==> config.mk <==
export PLATFORM = sky130hd
export DESIGN_NAME = pieu_front
export DESIGN_NICKNAME = d
export VERILOG_FILES = /design/src/sv/ppc_integer_execute_unit_top_defines.svh /design/src/sv/pieu_pkg.sv /design/src/sv/pieu_front.sv
export SDC_FILE = /design/constraint.sdc
export NUM_CORES = 1
export LEC_CHECK = 0
export ABC_AREA = 1
export BUFFER_PORTS_ARGS = -buffer_cell sky130_fd_sc_hd__buf_2
export CAP_MARGIN = 15
export CORE_MARGIN = 4
export CORE_UTILIZATION = 45
export DETAILED_ROUTE_END_ITERATION = 10
export HOLD_SLACK_MARGIN = 0.02
export PLACE_DENSITY = 0.7
export SLEW_MARGIN = 20
export SYNTH_ARGS = -nofsm -noshare
export SYNTH_HDL_FRONTEND = slang
export SYNTH_SLANG_ARGS = --single-unit
==> constraint.sdc <==
create_clock -name clock -period 4.4 [get_ports clock]
set_clock_uncertainty 0.15 [all_clocks]
set_input_delay 0.44 -clock clock [delete_from_list [all_inputs] [get_ports clock]]
set_output_delay 0.44 -clock clock [all_outputs]
set_load 0.01 [all_outputs]
==> src/sv/ppc_integer_execute_unit_top_defines.svh <==
// Assertion macros used by the execute unit back end
`ifndef PPC_INTEGER_EXECUTE_UNIT_TOP_DEFINES_SVH
`define PPC_INTEGER_EXECUTE_UNIT_TOP_DEFINES_SVH
// Implication checked on every clock edge outside reset
`define PIEU_ASSERT_IMP(label, clk, rst, ante, cons, msg) \
   label: assert property (@(posedge clk) disable iff (rst) (ante) |-> (cons)) \
      else $error(msg);
// Next-cycle implication checked outside reset
`define PIEU_ASSERT_NEXT(label, clk, rst, ante, cons, msg) \
   label: assert property (@(posedge clk) disable iff (rst) (ante) |=> (cons)) \
      else $error(msg);
`endif

==> src/sv/pieu_pkg.sv <==
// Package: opcodes, payload structs and helpers for the integer execute unit
`timescale 1ns / 1ps
`default_nettype none
package pieu_pkg;
   typedef enum logic [5:0] {
      OP_MULLI = 6'd0, OP_SUBFIC = 6'd1, OP_ADDI = 6'd2, OP_ADDIC = 6'd3,
      OP_ADDICR = 6'd4, OP_ADDIS = 6'd5, OP_CMPI = 6'd6, OP_CMPLI = 6'd7,
      OP_CMP = 6'd8, OP_CMPL = 6'd9, OP_ORI = 6'd10, OP_ORIS = 6'd11,
      OP_XORI = 6'd12, OP_XORIS = 6'd13, OP_ANDI = 6'd14, OP_ANDIS = 6'd15,
      OP_ADD = 6'd16, OP_ADDC = 6'd17, OP_ADDE = 6'd18, OP_ADDME = 6'd19,
      OP_ADDZE = 6'd20, OP_SUBF = 6'd21, OP_SUBFC = 6'd22, OP_SUBFE = 6'd23,
      OP_SUBFME = 6'd24, OP_SUBFZE = 6'd25, OP_NEG = 6'd26, OP_MULLW = 6'd27,
      OP_MULHW = 6'd28, OP_MULHWU = 6'd29, OP_DIVW = 6'd30, OP_DIVWU = 6'd31,
      OP_AND = 6'd32, OP_ANDC = 6'd33, OP_OR = 6'd34, OP_ORC = 6'd35,
      OP_XOR = 6'd36, OP_NAND = 6'd37, OP_NOR = 6'd38, OP_EQV = 6'd39,
      OP_CNTLZW = 6'd40, OP_EXTSB = 6'd41, OP_EXTSH = 6'd42, OP_SLW = 6'd43,
      OP_SRW = 6'd44, OP_SRAW = 6'd45, OP_SRAWI = 6'd46, OP_RLWINM = 6'd47,
      OP_RLWNM = 6'd48, OP_RLWIMI = 6'd49
   } op_type;

   localparam int QDEPTH = 2;

   typedef struct packed {
      logic [5:0]  req_type;
      logic [4:0]  reg_ds;
      logic [4:0]  reg_a;
      logic [4:0]  reg_b;
      logic [15:0] immediate;
      logic [4:0]  shift_amount;
      logic [4:0]  mask_begin;
      logic [4:0]  mask_end;
      logic [2:0]  cr_field;
      logic        record;
      logic        overflow_enable;
   } req_type;

   typedef struct packed {
      logic [4:0]  dest_index;
      logic [31:0] dest_value;
      logic        dest_write;
      logic [31:0] cond_value;
      logic        carry_out;
      logic        overflow_out;
      logic        summary_out;
   } rsp_type;

   // Decoded item handed from front to back
   typedef struct packed {
      req_type     req;
      logic        known;
      logic        is_div;
   } dec_type;

   function automatic logic [31:0] make_mask(input logic [4:0] mb, input logic [4:0] me);
      logic [31:0] m1, m2;
      begin
         m1 = 32'hFFFF_FFFF >> mb;
         m2 = (me == 5'd31) ? 32'd0 : (32'hFFFF_FFFF >> (me + 5'd1));
         make_mask = (mb <= me) ? (m1 & ~m2) : (m1 | ~m2);
      end
   endfunction
endpackage
`default_nettype wire

==> src/sv/pieu_front.sv <==
// Front end: accept items, classify them and queue them for the back end
`timescale 1ns / 1ps
`default_nettype none
module pieu_front import pieu_pkg::*; (
   input  wire logic    clock,
   input  wire logic    reset,
   input  wire logic    push,
   output logic         full,
   input  wire req_type req_data,
   output logic         q_valid,
   output dec_type      q_data,
   input  wire logic    q_take
);
   dec_type     q_ff [QDEPTH];
   logic        wp_ff, wp_in, rp_ff, rp_in;
   logic [1:0]  cnt_ff, cnt_in;
   logic        do_push, do_pop;
   dec_type     dec;

   // Classify the incoming item
   always_comb begin
      dec.req    = req_data;
      dec.known  = (req_data.req_type <= OP_RLWIMI);
      dec.is_div = (req_data.req_type == OP_DIVW) || (req_data.req_type == OP_DIVWU);
   end

   assign full    = (cnt_ff == 2'(QDEPTH));
   assign do_push = push && !full;
   assign q_valid = (cnt_ff != 2'd0);
   assign do_pop  = q_take && q_valid;
   assign q_data  = q_ff[rp_ff];

   always_comb begin
      wp_in  = do_push ? ~wp_ff : wp_ff;
      rp_in  = do_pop ? ~rp_ff : rp_ff;
      cnt_in = cnt_ff + {1'b0, do_push} - {1'b0, do_pop};
   end

   // Advance queue pointers
   always_ff @(posedge clock) begin
      if (reset) begin
         wp_ff <= 1'b0; rp_ff <= 1'b0; cnt_ff <= 2'd0;
      end else begin
         wp_ff <= wp_in; rp_ff <= rp_in; cnt_ff <= cnt_in;
      end
   end

   // Store the beat
   always_ff @(posedge clock) begin
      if (do_push) q_ff[wp_ff] <= dec;
   end
endmodule
`default_nettype wire

==> impl_metrics.env, run 1 <==
export IMPL_ctsResizeCount=0
export IMPL_synth_top_area_frac=0.774
export IMPL_grt_ovfl_total=0
export IMPL_final_area_um2=6430
export IMPL_layout_area_seq_um2=3640
export IMPL_drive_gt1_frac=0.487
export IMPL_power_leakage_nw=2.51
export IMPL_p_per_area_nw_per_um2=547
export IMPL_portBuffers=121
export IMPL_die_w_um=109
export IMPL_reg2reg_depth=5
export IMPL_cts_buffers=17
export IMPL_grt_max_degree=39
export IMPL_die_area_um2=11900
export IMPL_clk_pin_slew_ns=0.05
export IMPL_ant_nets=0
export IMPL_timing_final_ws_setup_ns=1.46
export IMPL_routed_via_density=4.67
export IMPL_synth_distinct_cells=15
export IMPL_worst_slew_pin_slew_ns=0.662
export IMPL_max_cap_violations=0
export IMPL_arrival_ns=2.35
export IMPL_max_freq_mhz=340
export IMPL_worst_setup_path_start_kind="register"
export IMPL_final_common_cell="buf_2"
export IMPL_critPathMaxFanout=38
export IMPL_rsz0062_at_grt="no"
export IMPL_syn_to_final_growth_pct=40.4
export IMPL_row_count=36
export IMPL_syn_inst=228
export IMPL_avgSynthCellArea_um2=20.1
export IMPL_ys_warn_count=0
export IMPL_clockBufferDepth=2
export IMPL_first_pass_iters=4
export IMPL_cp_end_kind="primary output"
export IMPL_chipHeight_um=109
export IMPL_cts_sinks=123
export IMPL_max_slew_margin=0.557
export IMPL_cts_root_buf="clkbuf_8"
export IMPL_grt_pass1_wl_mm=13.7
export IMPL_syn_cell_area_um2=4580
export IMPL_detailedPlace_worstSlack_ns=1.92
export IMPL_tns_ns=0
export IMPL_track_usage=0.156
export IMPL_wl_per_cell_um=15.6
export IMPL_antenna_found_initial=0
export IMPL_multi_input_area_um2=851
export IMPL_setup_violations=0
export IMPL_antennaDiodeCount=0
export IMPL_nets=485
export IMPL_cts_hold_buf=58
export IMPL_crit_type="reg2out"
export IMPL_dp_hpwl_mm=5.40
export IMPL_yosysTopAreaCell="edfxtp_1"
export IMPL_hold_path_class="in2reg"
export IMPL_drv_slew=0
export IMPL_outcome="finished clean"
export IMPL_fillers=718
export IMPL_num_vias=2655
export IMPL_cts_setup_buffers=0
export IMPL_ys_ff_latch=123
export IMPL_grt_pass1_vias=2850
export IMPL_h_tree_depth=4
export IMPL_cp_required_ns=3.81
export IMPL_syn_nets=291
export IMPL_hold_depth=3
export IMPL_final_cell_mix="buf_2 (121), edfxtp_1 (118), dlygate4sd3_1 (58)"
export IMPL_cts_tree="done"
export IMPL_peakVddDrop_mv=0.308
export IMPL_place_congestion=0.705
export IMPL_totalWireLength_mm=8.88
export IMPL_post_dp_cell_area_um2=5320
export IMPL_start_util=0.466
export IMPL_clock_latency_ns=0.49
export IMPL_drt_initial_drc_count=105
export IMPL_period_share=0.669
export IMPL_core_area_um2=9820
export IMPL_finalHoldViolCount=0
export IMPL_drc=0
export IMPL_min_period_ns=2.94
export IMPL_ys_top_cells_by_area="edfxtp_1 (77%), mux2_2 (12%), mux2_4 (3.3%), dfxtp_1 (2.2%), nand2_1 (0.90%)"
export IMPL_ios=122
export IMPL_ys_seq_area_frac=0.796
## state kept, by name, indices dropped and copies added (netlist names), named ones only
signal / flops
cnt_ff: 2
wp_ff: 1
q_ff: 118
rp_ff: 1
## worst max-delay path, stage by stage, from the launching register on
cell	delay [ns]
dfxtp_2	0.70
buf_4	0.56
mux2_2	0.41
buf_2	0.14
## cells in the mapped netlist
master    count
nand3_1       3
mux2_4       10
nor2_1        9
buf_8         1
ha_1          2
nand2_1      11
a21oi_1       2
mux2_2       49
or2_2         1
buf_6         2
inv_1         9
edfxtp_1    118
dfxtp_1       5
nor3_1        2
buf_2         4
## path summary, 6_finish.rpt
check	start	slack, ns	to
max	register	1.46	q_data[31]
min	push	0.09	wp_ff
max reg2reg	cnt_ff[0]	2.07	q_ff[0][30]
min reg2reg	rp_ff	0.36	register
## cell type report
class,count,share of cell area
Inverter,9,0.00525
Clock inverter,3,0.00234
Tap cell,133,0.0259
Timing Repair Buffer,182,0.188
Clock buffer,29,0.0792
Sequential cell,123,0.567
Multi-Input combinational cell,89,0.132
## metal layers
layer  global-route usage  vias to the layer above  share of wire
met5                    0                        -              0
met4               0.0523                        0         0.0052
met3               0.0586                        6          0.063
met2                0.268                       90           0.52
met1                0.180                     1296           0.41
li1                     -                     1263              -
## power breakdown
part / switching, mW / internal (mW) / total, mW / leakage [nW]
logic: 0.395 / 0.376 / 0.771 / 1.11
clock network: 0.430 / 0.764 / 1.19 / 0.260
registers: 0.0684 / 1.49 / 1.55 / 1.14
## stage by stage
step	power, mW	hold slack, ns	cells	utilization
detailed placement	2.32	0.346	478	0.542
floorplan	2.05	0.317	228	-
global route	3.70	0.0796	568	0.655
finish	3.52	0.0942	568	0.655
global placement	2.30	0.346	478	0.542
CTS	3.57	0.0595	568	0.655
## logic make-up after synthesis
family,synth area share
flops,0.796
mux,0.153
simple gates,0.0232
buf+inv,0.0199
compound gates,0.00219
fa+ha+maj,0.00547
No activity file was read; power rests on OpenSTA's default activity.
==> inputs of run 2 (changes only) <==
Settings changed: PLACE_DENSITY 0.7 to 0.73.
Clock period 4.4 ns to 2.55 ns, I/O delays scaled along.
==> run 2 against run 1 <==
Wire length is 1.6% higher. Core utilization is 1.8 points higher. Design area up 2.8%. Largest power group unchanged. Critical endpoint is now q_data[46]. Largest cell class unchanged.
==> impl_metrics.env, run 2 (synthesis gave the netlist of run 1 again) <==
export IMPL_die_w_um=109
export IMPL_cts_setup_buffers=0
export IMPL_max_slew_margin=0.642
export IMPL_peakVddDrop_mv=0.631
export IMPL_fin_cells=573
export IMPL_drc=0
export IMPL_period_share=0.866
export IMPL_regMostFlops="q_ff"
export IMPL_grt_max_degree=41
export IMPL_grt_ovfl_total=0
export IMPL_pwr_share_seq=0.397
export IMPL_max_cap_violations=0
export IMPL_pwr_share_comb=0.211
export IMPL_core_area_um2=9820
export IMPL_place_congestion=0.756
export IMPL_antenna_found_initial=0
export IMPL_max_freq_mhz=453
export IMPL_portBuffers=121
export IMPL_row_count=36
export IMPL_final_common_cell="buf_2"
export IMPL_reg2reg_depth=10
export IMPL_ff2ff_setup_slack_ns=0.76
export IMPL_totalWireLength_mm=9.03
export IMPL_slowest_delay_ns=0.40
export IMPL_cp_depth=3
export IMPL_slowest_stage="buf_4"
export IMPL_hold_path_class="in2reg"
export IMPL_ios=122
export IMPL_path_cells="buf_4 -> mux2_2 -> buf_2"
export IMPL_clock_latency_ns=0.51
export IMPL_p_clk_frac=0.392
export IMPL_dp_cells=481
export IMPL_clockBufferDepth=2
export IMPL_power_leakage_nw=2.59
export IMPL_clk_pin_slew_ns=0.06
export IMPL_start_util=0.466
export IMPL_first_pass_iters=5
export IMPL_ant_nets=0
export IMPL_cp_required_ns=2.14
export IMPL_p_int_mw=5.01
export IMPL_p_switching_mw=1.62
export IMPL_p_per_area_nw_per_um2=1000
export IMPL_final_cell_mix="buf_2 (121), edfxtp_1 (118), dlygate4sd3_1 (60)"
export IMPL_grt_pass1_wl_mm=14.2
export IMPL_crit_type="reg2out"
export IMPL_antennaDiodeCount=0
export IMPL_drive_gt1_frac=0.502
export IMPL_arrival_ns=1.80
export IMPL_setup_violations=0
export IMPL_power_mw=6.64
export IMPL_worst_slew_pin_slew_ns=0.537
export IMPL_drv_slew=0
export IMPL_wl_per_cell_um=15.8
export IMPL_cts_tree="done"
export IMPL_drt_initial_drc_count=90
export IMPL_outcome="finished clean"
export IMPL_cts_root_buf="clkbuf_8"
export IMPL_reg_top3="q_ff: 118 flops, cnt_ff: 2 flops"
export IMPL_grt_pass1_vias=2985
export IMPL_cts_sinks=123
export IMPL_h_tree_depth=4
export IMPL_min_period_ns=2.21
export IMPL_nets=490
export IMPL_path_buf_inv=2
export IMPL_num_vias=2707
export IMPL_rsz0062_at_grt="no"
export IMPL_worst_setup_path_start_kind="register"
export IMPL_chipHeight_um=109
export IMPL_die_area_um2=11900
export IMPL_dp_hpwl_mm=5.42
export IMPL_syn_to_final_growth_pct=44.3
export IMPL_critPathMaxFanout=32
export IMPL_swShare=0.244
export IMPL_track_usage=0.163
export IMPL_cp_end_kind="primary output"
export IMPL_finalHoldViolCount=0
export IMPL_routed_via_density=4.72
export IMPL_tns_ns=0
export IMPL_hold_depth=3
export IMPL_cp_top_family="buffers and inverters"
export IMPL_largest_reg_flops=118
export IMPL_cts_buffers=17
[run 2: cell types whose count changed in the layout (fill, tap and decap cells not counted), moves of 2 or more]
cell,change
clkinv_2,-2
dlygate4sd3_1,+2
clkinvlp_4,+3
clkbuf_1,-6
buf_4,+3
bufinv_16,+5
[run 2: final timing paths]
kind | start | end
worst max-delay path | register | q_data[46]
worst min-delay path | reset | cnt_ff[0]
worst min register to register | rp_ff | register
worst max register to register | cnt_ff[0] | cnt_ff[1]
[run 2: through the flow]
stage	hold WS (ns)	cell area (µm²)	utilization	setup WS [ns]
after global placement	0.279	5350	0.544	0.841
final	0.304	6610	0.673	0.343
after global routing	0.294	6610	0.673	0.243
after floorplan	0.176	4590	-	0.253
after CTS	0.270	6610	0.673	0.308
after detailed placement	0.288	5350	0.544	0.767
[run 2: power groups by stage]
stage | Combinational (mW) | Clock [mW] | Sequential, mW
final | 1.40 | 2.60 | 2.64
after global routing | 1.53 | 2.75 | 2.66
after CTS | 1.42 | 2.66 | 2.64
after detailed placement | 1.34 | 0 | 2.68
after global placement | 1.32 | 0 | 2.66
after floorplan | 0.875 | 0 | 2.66
[run 2: worst reg2reg max path, delay by kind of cell (launching register included)]
family,cells,cell delay [ns]
compound gates,1,0.13
fa+ha+maj,2,0.50
flops,1,0.36
buf+inv,3,0.17
simple gates,4,0.36
[run 2: area by class of cell]
class | instances | area (µm²)
Multi-Input combinational cell | 89 | 851
Inverter | 9 | 33.8
Fill cell | 694 | 3210
Tap cell | 133 | 166
Clock inverter | 10 | 186
Clock buffer | 22 | 473
Timing Repair Buffer | 187 | 1250
Sequential cell | 123 | 3640
[run 2: per-layer routing]
layer  vias up  wire (µm)  track usage
met2       116       4720        0.282
li1       1271          -            -
met4         0        175       0.0748
met1      1298       3520        0.178
met3        22        615       0.0598
met5         -          0            0
[run 2: timing repair]
item,CTS,global route
endpoints found under the hold margin,123,0
gates resized for setup,0,0
hold buffers,60,0
